File: src/rtl/cpt_pkg.sv
// Shared types and constants for the collider pair test.
package cpt_pkg;

  // Pair classes after the front has put the box first.
  localparam int KIND_W = 2;

  typedef enum logic [KIND_W-1:0] {
    KIND_BB,
    KIND_BC,
    KIND_CC
  } cpt_kind_t;

  // Number of edge or centre values carried in one descriptor word.
  localparam int EDGE_CNT = 8;

endpackage

File: src/rtl/cpt_front.sv
// Front end: accepts a pair, classifies it and builds the descriptor word.
module cpt_front #(
  parameter int N  = 16,
  parameter int DW = 2 + 8 * (N + 1) + N
) (
  input  logic                clk,
  input  logic                rst_n,
  input  logic                start,
  output logic                busy,
  input  logic                in_a_is_box,
  input  logic signed [N-1:0] in_a_x,
  input  logic signed [N-1:0] in_a_y,
  input  logic        [N-2:0] in_a_w,
  input  logic        [N-2:0] in_a_h,
  input  logic                in_b_is_box,
  input  logic signed [N-1:0] in_b_x,
  input  logic signed [N-1:0] in_b_y,
  input  logic        [N-2:0] in_b_w,
  input  logic        [N-2:0] in_b_h,
  output logic                push,
  output logic [DW-1:0]       push_word,
  input  logic                q_full
);
  import cpt_pkg::*;

  logic                valid_r, valid_nxt;
  logic [DW-1:0]       desc_r, desc_nxt;
  logic                accept;
  logic signed [N:0]   ax, ay, aw, ah, bx, by, bw, bh;
  logic signed [N:0]   a_r, a_b, b_r, b_b, a_cx, a_cy, b_cx, b_cy;
  logic [N-1:0]        rsum, rad_bc;
  cpt_kind_t           kind;
  logic signed [N:0]   e0, e1, e2, e3, e4, e5, e6, e7;
  logic [N-1:0]        rad;

  // The front holds one word; it stalls only while the queue is full.
  assign busy      = valid_r & q_full;
  assign accept    = start & ~busy;
  assign push      = valid_r & ~q_full;
  assign push_word = desc_r;

  // Sign-extend positions by one bit and zero-extend sizes by two bits, so sums cannot wrap.
  assign ax = {in_a_x[N-1], in_a_x};
  assign ay = {in_a_y[N-1], in_a_y};
  assign bx = {in_b_x[N-1], in_b_x};
  assign by = {in_b_y[N-1], in_b_y};
  assign aw = {2'b00, in_a_w};
  assign ah = {2'b00, in_a_h};
  assign bw = {2'b00, in_b_w};
  assign bh = {2'b00, in_b_h};

  // Far edges and circle centres.
  assign a_r  = ax + aw;
  assign a_b  = ay + ah;
  assign b_r  = bx + bw;
  assign b_b  = by + bh;
  assign a_cx = ax + aw;
  assign a_cy = ay + aw;
  assign b_cx = bx + bw;
  assign b_cy = by + bw;
  assign rsum   = {1'b0, in_a_w} + {1'b0, in_b_w};
  assign rad_bc = in_a_is_box ? {1'b0, in_b_w} : {1'b0, in_a_w};

  // Classify the pair and order it box first.
  always_comb begin
    e0 = a_cx; e1 = a_cy; e2 = b_cx; e3 = b_cy;
    e4 = '0;   e5 = '0;   e6 = '0;   e7 = '0;
    kind = KIND_CC;
    rad  = rsum;
    priority if (in_a_is_box && in_b_is_box) begin
      kind = KIND_BB;
      e0 = ax; e1 = a_r; e2 = ay; e3 = a_b;
      e4 = bx; e5 = b_r; e6 = by; e7 = b_b;
      rad = '0;
    end else if (in_a_is_box) begin
      kind = KIND_BC;
      e0 = ax; e1 = a_r; e2 = ay; e3 = a_b;
      e4 = b_cx; e5 = b_cy;
      rad = rad_bc;
    end else if (in_b_is_box) begin
      kind = KIND_BC;
      e0 = bx; e1 = b_r; e2 = by; e3 = b_b;
      e4 = a_cx; e5 = a_cy;
      rad = rad_bc;
    end else begin
      kind = KIND_CC;
    end
  end

  assign desc_nxt  = accept ? {kind, e7, e6, e5, e4, e3, e2, e1, e0, rad} : desc_r;
  assign valid_nxt = accept ? 1'b1 : (push ? 1'b0 : valid_r);

  // Control state.
  always_ff @(posedge clk) begin
    if (!rst_n) begin
      valid_r <= 1'b0;
    end else begin
      valid_r <= valid_nxt;
    end
  end

  // Descriptor word.
  always_ff @(posedge clk) begin
    desc_r <= desc_nxt;
  end

endmodule

File: src/rtl/cpt_fifo.sv
// Two-word queue between the front end and the back end.
module cpt_fifo #(
  parameter int DW = 16
) (
  input  logic          clk,
  input  logic          rst_n,
  input  logic          push,
  input  logic [DW-1:0] push_word,
  output logic          full,
  input  logic          pop,
  output logic          empty,
  output logic [DW-1:0] head
);

  logic [DW-1:0] mem_r [2];
  logic          wr_ptr_r, wr_ptr_nxt;
  logic          rd_ptr_r, rd_ptr_nxt;
  logic [1:0]    count_r, count_nxt;

  assign full  = (count_r == 2'd2);
  assign empty = (count_r == 2'd0);
  assign head  = mem_r[rd_ptr_r];

  // Pointer and fill count update.
  always_comb begin
    wr_ptr_nxt = push ? ~wr_ptr_r : wr_ptr_r;
    rd_ptr_nxt = pop  ? ~rd_ptr_r : rd_ptr_r;
    count_nxt  = count_r + {1'b0, push} - {1'b0, pop};
  end

  always_ff @(posedge clk) begin
    if (!rst_n) begin
      wr_ptr_r <= 1'b0;
      rd_ptr_r <= 1'b0;
      count_r  <= 2'd0;
    end else begin
      wr_ptr_r <= wr_ptr_nxt;
      rd_ptr_r <= rd_ptr_nxt;
      count_r  <= count_nxt;
    end
  end

  // Storage.
  always_ff @(posedge clk) begin
    if (push) begin
      mem_r[wr_ptr_r] <= push_word;
    end
  end

`ifndef NO_ASSERTIONS
  a_no_overflow: assert property (@(posedge clk) disable iff (!rst_n)
    !(push && full)) else $error("queue written while full");
  a_no_underflow: assert property (@(posedge clk) disable iff (!rst_n)
    pop |-> !empty) else $error("queue read while empty");
  a_count_range: assert property (@(posedge clk) disable iff (!rst_n)
    count_r != 2'd3) else $error("queue fill count out of range");
  a_count_step: assert property (@(posedge clk) disable iff (!rst_n)
    (push && !pop) |=> (count_r == $past(count_r) + 2'd1))
    else $error("queue fill count did not advance");
`endif

endmodule

File: src/rtl/cpt_back.sv
// Back end: overlap arithmetic, squared-distance test and push saturation.
module cpt_back #(
  parameter int N  = 16,
  parameter int DW = 2 + 8 * (N + 1) + N
) (
  input  logic                clk,
  input  logic                rst_n,
  input  logic                q_empty,
  input  logic [DW-1:0]       head,
  output logic                pop,
  output logic                out_valid,
  output logic                out_hit,
  output logic signed [N-1:0] out_push_x,
  output logic signed [N-1:0] out_push_y
);
  import cpt_pkg::*;

  localparam int EW = N + 1;

  // Unpacked head word.
  cpt_kind_t         h_kind;
  logic signed [N:0] e0, e1, e2, e3, e4, e5, e6, e7;
  logic [N-1:0]      h_rad;

  // Stage one: the two operands of each axis difference.
  logic signed [N:0] vx_nxt, wx_nxt, vy_nxt, wy_nxt;
  logic signed [N:0] l_v, r_v, t_v, b_v, mx_v, my_v;
  logic [3:0]        fl_nxt;
  logic              v1_r;
  cpt_kind_t         kind1_r;
  logic signed [N:0] vx1_r, wx1_r, vy1_r, wy1_r;
  logic [N-1:0]      rad1_r;
  logic [3:0]        fl1_r;

  // Stage two: the differences.
  logic                v2_r;
  cpt_kind_t           kind2_r;
  logic signed [N+1:0] dx2_r, dy2_r;
  logic [N-1:0]        rad2_r;
  logic [3:0]          fl2_r;

  // Stage three: squares.
  logic                v3_r;
  cpt_kind_t           kind3_r;
  logic signed [N+1:0] dx3_r, dy3_r;
  logic [2*N+3:0]      sqx3_r, sqy3_r;
  logic [2*N-1:0]      sqr3_r;
  logic [3:0]          fl3_r;
  logic signed [2*N+3:0] sqx_p, sqy_p;

  // Stage four: decision and output register.
  logic [2*N+4:0]      dist_sum;
  logic                hit_nxt;
  logic signed [N+1:0] px_w, py_w;
  logic                out_valid_r;
  logic                out_hit_r;
  logic signed [N-1:0] out_push_x_r, out_push_y_r;

  // The back end never stalls, so it drains the queue whenever it holds a word.
  assign pop = ~q_empty;

  assign h_kind = cpt_kind_t'(head[DW-1 -: KIND_W]);
  assign h_rad  = head[N-1:0];
  assign e0 = head[N + 0*EW +: EW];
  assign e1 = head[N + 1*EW +: EW];
  assign e2 = head[N + 2*EW +: EW];
  assign e3 = head[N + 3*EW +: EW];
  assign e4 = head[N + 4*EW +: EW];
  assign e5 = head[N + 5*EW +: EW];
  assign e6 = head[N + 6*EW +: EW];
  assign e7 = head[N + 7*EW +: EW];

  // Intersection rectangle for two boxes, closest box point for box and circle.
  assign l_v  = (e0 > e4) ? e0 : e4;
  assign r_v  = (e1 < e5) ? e1 : e5;
  assign t_v  = (e2 > e6) ? e2 : e6;
  assign b_v  = (e3 < e7) ? e3 : e7;
  assign mx_v = (e4 < e1) ? ((e4 > e0) ? e4 : e0) : ((e1 > e0) ? e1 : e0);
  assign my_v = (e5 < e3) ? ((e5 > e2) ? e5 : e2) : ((e3 > e2) ? e3 : e2);

  always_comb begin
    vx_nxt = e0; wx_nxt = e2; vy_nxt = e1; wy_nxt = e3;
    fl_nxt = '0;
    unique case (h_kind)
      KIND_BB: begin
        vx_nxt = r_v; wx_nxt = l_v; vy_nxt = b_v; wy_nxt = t_v;
        // Edge matches against the second box: left, right, top, bottom.
        fl_nxt = {b_v == e7, t_v == e6, r_v == e5, l_v == e4};
      end
      KIND_BC: begin
        vx_nxt = e4; wx_nxt = mx_v; vy_nxt = e5; wy_nxt = my_v;
      end
      KIND_CC: begin
        vx_nxt = e0; wx_nxt = e2; vy_nxt = e1; wy_nxt = e3;
      end
      default: begin
        vx_nxt = e0; wx_nxt = e2; vy_nxt = e1; wy_nxt = e3;
      end
    endcase
  end

  // Squares; all are non-negative, so the sign bit is dropped.
  assign sqx_p = dx2_r * dx2_r;
  assign sqy_p = dy2_r * dy2_r;

  // Squared-distance test, or the box overlap test on the differences carried from stage two.
  assign dist_sum = {1'b0, sqx3_r} + {1'b0, sqy3_r};

  always_comb begin
    hit_nxt = 1'b0;
    px_w    = '0;
    py_w    = '0;
    unique case (kind3_r)
      KIND_BB: begin
        hit_nxt = (dx3_r > 0) && (dy3_r > 0);
        // A right-edge match wins over a left-edge match, likewise bottom over top.
        priority if (fl3_r[1]) px_w = dx3_r;
        else if (fl3_r[0])     px_w = -dx3_r;
        else                   px_w = '0;
        priority if (fl3_r[3]) py_w = dy3_r;
        else if (fl3_r[2])     py_w = -dy3_r;
        else                   py_w = '0;
      end
      KIND_BC: begin
        hit_nxt = dist_sum < {5'b0, sqr3_r};
        px_w    = dx3_r;
        py_w    = dy3_r;
      end
      KIND_CC: begin
        hit_nxt = dist_sum < {5'b0, sqr3_r};
      end
      default: begin
        hit_nxt = 1'b0;
      end
    endcase
    if (!hit_nxt) begin
      px_w = '0;
      py_w = '0;
    end
  end

  function automatic logic signed [N-1:0] sat_push(input logic signed [N+1:0] v);
    logic fits;
    fits = (v[N+1:N-1] == 3'b000) || (v[N+1:N-1] == 3'b111);
    if (fits) begin
      sat_push = v[N-1:0];
    end else if (v[N+1]) begin
      sat_push = {1'b1, {(N-1){1'b0}}};
    end else begin
      sat_push = {1'b0, {(N-1){1'b1}}};
    end
  endfunction

  // Valid chain.
  always_ff @(posedge clk) begin
    if (!rst_n) begin
      v1_r        <= 1'b0;
      v2_r        <= 1'b0;
      v3_r        <= 1'b0;
      out_valid_r <= 1'b0;
    end else begin
      v1_r        <= pop;
      v2_r        <= v1_r;
      v3_r        <= v2_r;
      out_valid_r <= v3_r;
    end
  end

  // Datapath registers.
  always_ff @(posedge clk) begin
    kind1_r <= h_kind;
    vx1_r   <= vx_nxt;
    wx1_r   <= wx_nxt;
    vy1_r   <= vy_nxt;
    wy1_r   <= wy_nxt;
    rad1_r  <= h_rad;
    fl1_r   <= fl_nxt;

    kind2_r <= kind1_r;
    dx2_r   <= {vx1_r[N], vx1_r} - {wx1_r[N], wx1_r};
    dy2_r   <= {vy1_r[N], vy1_r} - {wy1_r[N], wy1_r};
    rad2_r  <= rad1_r;
    fl2_r   <= fl1_r;

    kind3_r <= kind2_r;
    dx3_r   <= dx2_r;
    dy3_r   <= dy2_r;
    sqx3_r  <= sqx_p;
    sqy3_r  <= sqy_p;
    sqr3_r  <= rad2_r * rad2_r;
    fl3_r   <= fl2_r;

    out_hit_r    <= hit_nxt & v3_r;
    out_push_x_r <= sat_push(px_w);
    out_push_y_r <= sat_push(py_w);
  end

  assign out_valid  = out_valid_r;
  assign out_hit    = out_hit_r;
  assign out_push_x = out_push_x_r;
  assign out_push_y = out_push_y_r;

`ifndef NO_ASSERTIONS
  a_miss_zero_push: assert property (@(posedge clk) disable iff (!rst_n)
    (out_valid && !out_hit) |-> (out_push_x == '0 && out_push_y == '0))
    else $error("push vector not zero on a miss");
  a_circles_no_push: assert property (@(posedge clk) disable iff (!rst_n)
    (v3_r && kind3_r == KIND_CC) |=> (out_push_x == '0 && out_push_y == '0))
    else $error("circle pair gave a push");
  a_latency: assert property (@(posedge clk) disable iff (!rst_n)
    pop |-> ##4 out_valid) else $error("result word lost in the back end");
`endif

endmodule

File: src/rtl/collider_pair_test_core.sv
// Top level of the collider pair test: front end, queue and back end.
//
//   Channel  Ports                       Handshake
//   input    start, busy, in_*           word taken when start high and busy low
//   result   out_valid, out_hit, out_push_*  one-cycle strobe, cannot be held off
//
// One pair is taken every cycle while busy is low; each result word passes
// through the front register, the queue, then four back-end stages, the
// multipliers of the squared-distance test setting the stage count.
// Reset is synchronous on rst_n low and clears all valid and queue state.
// The back end drains the queue every cycle, so busy rises only if the
// queue ever fills while the front register holds a word.
module collider_pair_test_core #(
  parameter int COORD_BITS = 16
) (
  input  logic                         clk,
  input  logic                         rst_n,
  input  logic                         start,
  output logic                         busy,
  input  logic                         in_a_is_box,
  input  logic signed [COORD_BITS-1:0] in_a_x,
  input  logic signed [COORD_BITS-1:0] in_a_y,
  input  logic        [COORD_BITS-2:0] in_a_w,
  input  logic        [COORD_BITS-2:0] in_a_h,
  input  logic                         in_b_is_box,
  input  logic signed [COORD_BITS-1:0] in_b_x,
  input  logic signed [COORD_BITS-1:0] in_b_y,
  input  logic        [COORD_BITS-2:0] in_b_w,
  input  logic        [COORD_BITS-2:0] in_b_h,
  output logic                         out_valid,
  output logic                         out_hit,
  output logic signed [COORD_BITS-1:0] out_push_x,
  output logic signed [COORD_BITS-1:0] out_push_y
);
  import cpt_pkg::*;

  localparam int DW = KIND_W + EDGE_CNT * (COORD_BITS + 1) + COORD_BITS;

  logic          push, q_full, pop, q_empty;
  logic [DW-1:0] push_word, head;

  cpt_front #(.N(COORD_BITS), .DW(DW)) u_front (
    .clk         (clk),
    .rst_n       (rst_n),
    .start       (start),
    .busy        (busy),
    .in_a_is_box (in_a_is_box),
    .in_a_x      (in_a_x),
    .in_a_y      (in_a_y),
    .in_a_w      (in_a_w),
    .in_a_h      (in_a_h),
    .in_b_is_box (in_b_is_box),
    .in_b_x      (in_b_x),
    .in_b_y      (in_b_y),
    .in_b_w      (in_b_w),
    .in_b_h      (in_b_h),
    .push        (push),
    .push_word   (push_word),
    .q_full      (q_full)
  );

  cpt_fifo #(.DW(DW)) u_fifo (
    .clk       (clk),
    .rst_n     (rst_n),
    .push      (push),
    .push_word (push_word),
    .full      (q_full),
    .pop       (pop),
    .empty     (q_empty),
    .head      (head)
  );

  cpt_back #(.N(COORD_BITS), .DW(DW)) u_back (
    .clk        (clk),
    .rst_n      (rst_n),
    .q_empty    (q_empty),
    .head       (head),
    .pop        (pop),
    .out_valid  (out_valid),
    .out_hit    (out_hit),
    .out_push_x (out_push_x),
    .out_push_y (out_push_y)
  );

endmodule
File: config.mk
export PLATFORM = sky130hd
export DESIGN_NAME = collider_pair_test_core
export DESIGN_NICKNAME = d
export VERILOG_FILES = /design/src/rtl/cpt_pkg.sv /design/src/rtl/cpt_front.sv /design/src/rtl/cpt_fifo.sv /design/src/rtl/cpt_back.sv /design/src/rtl/collider_pair_test_core.sv
export SDC_FILE = /design/constraint.sdc
export NUM_CORES = 2
export LEC_CHECK = 0
export ABC_AREA = 1
export BUFFER_PORTS_ARGS = -buffer_cell sky130_fd_sc_hd__buf_2
export CELL_PAD_IN_SITES_DETAIL_PLACEMENT = 1
export CELL_PAD_IN_SITES_GLOBAL_PLACEMENT = 1
export CORE_ASPECT_RATIO = 1.75
export CORE_MARGIN = 2
export CORE_UTILIZATION = 30
export CTS_BUF_LIST = sky130_fd_sc_hd__clkbuf_4 sky130_fd_sc_hd__clkbuf_8 sky130_fd_sc_hd__clkbuf_16
export DETAILED_ROUTE_END_ITERATION = 10
export PLACE_DENSITY_LB_ADDON = 0.2
export SYNTH_ARGS = -nofsm -noshare
export SYNTH_HDL_FRONTEND = slang
export SYNTH_SLANG_ARGS = --single-unit
File: constraint.sdc
create_clock -name clk -period 23.9 [get_ports clk]
set_input_delay 1.195 -clock clk [delete_from_list [all_inputs] [get_ports clk]]
set_output_delay 1.195 -clock clk [all_outputs]
set_load 0.03 [all_outputs]
Yosys cells after proc, flatten, opt, wreduce, memory -nomap -nowiden
Memory sizes are Yosys's and may differ from the RTL's. A register that Yosys moved wholly into a read port is not among the register bits.
Index checks and enable logic that the tools add are counted.

word-level totals
  bits in registers = 490
  bits in latches = 0
  memory bits (writable) = 308
  bits in read-only memories = 0
  bits of input ports = 129
  output and inout port bits = 35
  word-level logic and storage cells = 152
  memories kept = 1

memories
  name          depth  bits a word  read ports  clocked after Yosys merged registers in  wr ports  RTL line        source
  u_fifo.mem_r  2      154          1           1                                        1         cpt_fifo.sv:15  logic [DW-1:0] mem_r [2];

cells by class
  add/sub/neg operators = 14
  $mul = 3
  div/mod/pow operators = 0
  magnitude comparators = 13
  equal/unequal tests = 10
  shifts and indexed selects = 0
  multiplexer cells = 56
  bitwise operators = 9
  reductions and logical operators = 12

operators with widths
  kind                 count
  $mux 17              28
  $pmux 17 s2          4
  $mux 18              6
  $add 16x16->17       6
  $gt 17x17->1         6
  $mux 16              6
  $mul 18x18->36       2
  $pmux 18 s2          2
  $eq 17x17->1         4
  $lt 17x17->1         4
  $add 36x36->37       1
  $lt 37x32->1         1
  $gt 18x1->1 const B  2
  $neg 18->18          2
  $sub 17x17->18       2
  $mul 16x16->32       1
  $add 15x15->16       1
  $mux 15              1
  $mux 1               7
  $eq 3x3->1 const B   2
  $logic_not 2->1      3
  $logic_not 3->1      2
  $not 1->1            5
  $and 1x1->1          4
  other kinds (10)     15

Longest topological paths before layout
  depth after elaboration = 8
  gate-level depth with buffers = 29
  mapped depth without buffers = 28

Cells and area by module
From an unflattened synthesis, not the netlist that was laid out.

unflattened totals
  cells, all modules = 8,752
  area total of the unflattened synthesis = 74,875.6 um^2

modules (own cells, without submodules)
  module     instances  cells an instance  area each (um^2)  sequential area each (um^2)
  cpt_back   1          6,407              50,269.5          6,526.3
  cpt_front  1          1,833              13,037.5          4,614.4
  cpt_fifo   1          512                11,568.6          9,349.0

Worst setup path after synthesis
Ideal clock, no wire load.

  kind = flip-flop to flip-flop
  start point = register u_fifo.count_r[0]
  end point = memory u_fifo.mem_r[1][0] (netlist name), enable pin
  setup time = 669 ps
  data arrival time = 6,921 ps
  required time = 23,231 ps
  slack = 16,310 ps
  stages on the path, launching flop included = 5
  buffers on the path = 0
  period minus slack after synthesis = 7,590 ps
  cells stage by stage = dfxtp_1 inv_1 nand2_1 nand2_1 nor2_1

between the ends
  word-level cells in the longest chain between the ends = 5

RTL lines
  element                       RTL line         source
  start, declared               cpt_fifo.sv:18   logic [1:0] count_r, count_nxt;
  start signal, assigned        cpt_fifo.sv:39   count_r <= count_nxt;
  $eq 2x2->1                    cpt_fifo.sv:20   assign full = (count_r == 2'd2);
  $not 1->1                     cpt_front.sv:39  assign push = valid_r & ~q_full;
  $and 1x1->1                   cpt_front.sv:39
  $mux 1                        cpt_fifo.sv:45   if (push) begin
  $mux 1 (implied by the code)  cpt_fifo.sv:46   mem_r[wr_ptr_r] <= push_word;
  end, declared                 cpt_fifo.sv:15

Every way passes these cells.

Final worst setup path
  start point = register u_back.dx2_r[17]
  end point = register u_back.sqx3_r[28]

between the ends
  word-level cells in the longest chain between the ends = 1

RTL lines
  element                     RTL line         source
  start, declared             cpt_back.sv:38   logic signed [N+1:0] dx2_r, dy2_r;
  start signal, assigned      cpt_back.sv:180  dx2_r <= {vx1_r[N], vx1_r} - {wx1_r[N], wx1_r};
  $mul 18x18->36              cpt_back.sv:103  assign sqx_p = dx2_r * dx2_r;
  named net u_back.sqx_p[28]  cpt_back.sv:49   logic signed [2*N+3:0] sqx_p, sqy_p;
  end signal, assigned        cpt_back.sv:188  sqx3_r <= sqx_p;
  end, declared               cpt_back.sv:46   logic [2*N+3:0] sqx3_r, sqy3_r;

The timed path passes the listed nets, and every way through them passes these cells.
A chain may end at the register's enable or synchronous reset.

==> metrics.md <==
| Metric | Value |
|---|---|
| Slowest-stage cell, CP | `dfxtp_1` |
| Met2 routed WL | `152,300 µm` |
| Largest family of logic cells by synthesized area | `adder cells` |
| RSZ-0062 raised after global routing | `false` |
| Fin Setup TNS | `0 ns` |
| FMAX | `0.1434 GHz` |
| Area growth syn-to-layout | `9.593%` |
| Post-CTS setup buffers | `0` |
| WL met1 | `91,330 µm` |
| Yosys top cell area share | `20.92%` |
| Critical path's largest stage delay | `0.96 ns` |
| Critical path's top delay family | `adder cells` |
| Die area | `246,200 µm²` |
| Worst setup SP type | `register` |
| First-pass GRT wire length | `409,200 µm` |
| Yosys cell types | `64` |
| Clock transition at the registers of the reported paths | `0.08 ns` |
| Overall die height | `654.9 µm` |
| Worst Path Buf+Inv | `5` |
| Cell taking the most area after synthesis | `fa_1` |
| I/O Buffers | `163` |
| Number of hold buffers added after CTS | `0` |
| Post-DP HPWL | `232,400 µm` |
| Filler Cells Inserted | `28,300` |
| GPL Wtd Cong | `0.9472` |
| Slew Limit Fails | `0` |
| Final period util | `29.19%` |
| Rows | `239` |
| CTS max path bufs | `3` |
| Starting Density | `30.10%` |
| H-tree Lvls | `3` |
| Mapped Area | `72,640 µm²` |
| Via count | `57,280` |
| Antenna violations before repair | `7` |
| Num CTS Buffers | `79` |
| Setup violators final | `0` |
| Critical Path Most Common Cell | `fa_1` |
| Vias per inst | `4.896` |
| Grt ovf | `0` |
| WL met3 | `6489 µm` |
| Setup crit start | `u_back.dx2_r[17]$_DFF_P_` |
| Syn_area_per_cell | `8.620 µm²` |
| Crit path capture type | `register` |
| EDFF count, synth | `459` |
| DR top layer | `met5` |
| Adder-Cell Fraction of Synth Area | `32.42%` |
| TritonCTS clock tree | `done` |
| WS Path Type | `register to register` |
| Synth warnings | `0` |
| Crit Reg-Reg Startpoint | `u_back.dx2_r[17]$_DFF_P_` |
| Share of layout cells above drive strength 1 | `6.331%` |
| Synth top area cells | `fa_1 21%, edfxtp_1 19%, ha_1 12%, inv_1 9.7%, dfxtp_1 9.2%` |
| Detail Route Antenna Nets | `0` |
| Routed wire length | `276,100 µm` |
| Most frequent cells in the layout | `1,873 x inv_1, 1,630 x nand2_1, 759 x fa_1` |
| Largest net degree at the start of global routing | `174` |
| Min cycle time layout | `6.976 ns` |
| CP arrival | `7.55 ns` |
| Mux cell area share after synthesis | `0.3307%` |
| Seq cells post-synth | `791` |
| Detailed Route Iter0 Violations | `2,666` |
| Worst clock skew | `0.06926 ns` |
| Max_slew headroom | `5.158%` |
| Worst path required time | `24.47 ns` |
| Post-synthesis simple-gate area fraction | `14.15%` |
| Post-CTS sizing | `0` |
| Max FO, Critical Path | `27` |
| Fin nets | `10,050` |
| Synth Area in Compound Gates | `10.41%` |
| Worst-skew pair later-pin latency | `0.71 ns` |
| TritonRoute pass-1 iters | `5` |
| Total GRT Usage | `22.53%` |
| Hold WC Path Type | `register to register` |
| Outcome | `finished, final reports clean` |
| Root Buffer | `clkbuf_16` |
| Post-synth ARST share | `0%` |
| Seq/Total Area, Yosys | `28.13%` |
| Post-synthesis cell count | `8,427` |
| Syn Nets | `9,983` |
| Xor and xnor area share after synthesis | `3.099%` |
| Die width | `376.0 µm` |
| Total core area | `241,300 µm²` |
| Crit path cell chain | `clkinv_1, nor2_1, fa_1, inv_1, fa_1, inv_1, fa_1, fa_1, fa_1, inv_1, fa_1, inv_1, ha_1, nand2_1, nor2_1, nand4_1, o21ai_0, nand3_1, nand2_1, a21oi_1, o21ai_0, xor2_1` |
| Final Util | `32.99%` |
| Slew @ Worst Pin | `1.408 ns` |
| # DRC | `0` |
| Commonest register cell after synthesis | `edfxtp_1` |
| I/O pins | `164` |
| Final Hold Viols | `0` |
| Vias in the first global route | `64,700` |
| Worst hold slack | `0.2705 ns` |
| Post-DR wirelength/cell | `23.60 µm` |
| Commonest non-fill, non-tap cell in the layout | `inv_1` |
| Hold_sp | `u_back.fl2_r[3]$_DFF_P_` |
| Max-cap violations | `0` |
| Clock sinks | `791` |
-- sequential cells by signal (all words and copies together), names as in the netlist, 16 cells and up, named ones only --
| register | count |
|---|---|
| u_back.out_push_y | 16 |
| u_back.dx3_r | 18 |
| u_back.out_push_x | 16 |
| u_back.wx1_r | 17 |
| u_front.push_word | 153 |
| u_back.sqx3_r | 34 |
| u_back.sqy3_r | 34 |
| u_back.dy3_r | 18 |
| u_back.sqr3_r | 31 |
| u_back.dy2_r | 18 |
| u_back.vx1_r | 17 |
| u_back.dx2_r | 18 |
| u_back.wy1_r | 17 |
| u_fifo.mem_r | 306 |
| u_back.rad2_r | 16 |
| u_back.vy1_r | 17 |
| u_back.rad1_r | 16 |
-- layer usage --
| metal | vias to the layer above | track usage (%) |
|---|---|---|
| met4 | 2 | 17.65 |
| met1 | 28530 | 21.06 |
| met5 | - | 0 |
| met3 | 696 | 1.720 |
| met2 | 1194 | 44.55 |
| li1 | 26860 | - |
-- cell usage after synthesis (8+ instances only) --
library cell  count
a21boi_0         15
a21o_1           27
a21oi_1         423
a31oi_1          29
buf_1            25
buf_2            45
buf_4            16
buf_6             8
clkbuf_1        164
dfxtp_1         332
edfxtp_1        459
fa_1            759
ha_1            668
inv_1          1874
inv_2            33
mux2_2           16
nand2_1        1630
nand2_2          23
nand3_1         305
nand3b_1         15
nand4_1          58
nor2_1          344
nor3_1           66
nor4_1           13
o2111ai_1        39
o211ai_1        101
o21a_1           15
o21ai_0         303
o21ai_1         111
o21ai_2          24
o21bai_1         31
o221ai_1         78
o22ai_1          23
o31ai_1          14
or2_2            20
xnor2_1          99
xor2_1          153
-- through the flow --
step	std cells	worst slack [ns]	area, µm²
3_5_place_dp	11550	16.92	76930
6_report	11700	16.92	79610
5_1_grt	11700	16.47	79590
4_1_cts	11690	16.84	79590
2_1_floorplan	8427	16.31	72640
3_3_place_gp	11550	16.95	76930
-- logic make-up (layout without fill, tap and decap cells) --
kind of cell    Yosys count  count (layout)
flops                   791             791
xor+xnor                254             254
compound gates         1267            1267
fa+ha+maj              1427            1427
simple gates           2495            2495
mux                      22              22
buf+inv                2171            2305
other cells               0               6
-- path summary, 6_finish.rpt --
check	to	slack, ns	cells past startpoint
max	u_back.sqx3_r[28]$_DFF_P_	16.92	22
min	u_back.fl3_r[3]$_DFF_P_	0.27	0
max reg2reg	u_back.sqx3_r[28]$_DFF_P_	16.92	22
min reg2reg	u_back.fl3_r[3]$_DFF_P_	0.27	0
-- worst register-to-register path: cells and delay by family (launching register included) --
family	cells	cell delay, ns
AOI/OAI and AO/OA	3	0.75
xor gates and xnor gates	1	0.17
adders and majority gates	7	3.18
buffers and inverters	5	1.00
DFF	1	0.96
and+or+nand+nor	6	0.86
-- final cells by class --
type	instances	area [µm²]	area share, %
antenna	6	15.01	0.01886
clock buffer	99	2146	2.696
inverter	1913	7188	9.030
tap	3133	3920	4.924
multi-input combinational	5465	43930	55.19
clock inverter	47	519.2	0.6523
timing repair buffer	246	1451	1.823
sequential	791	20430	25.67
Power is not shown: default switching activity piles up to over one toggle a cycle in this logic, so the estimate is an artifact.
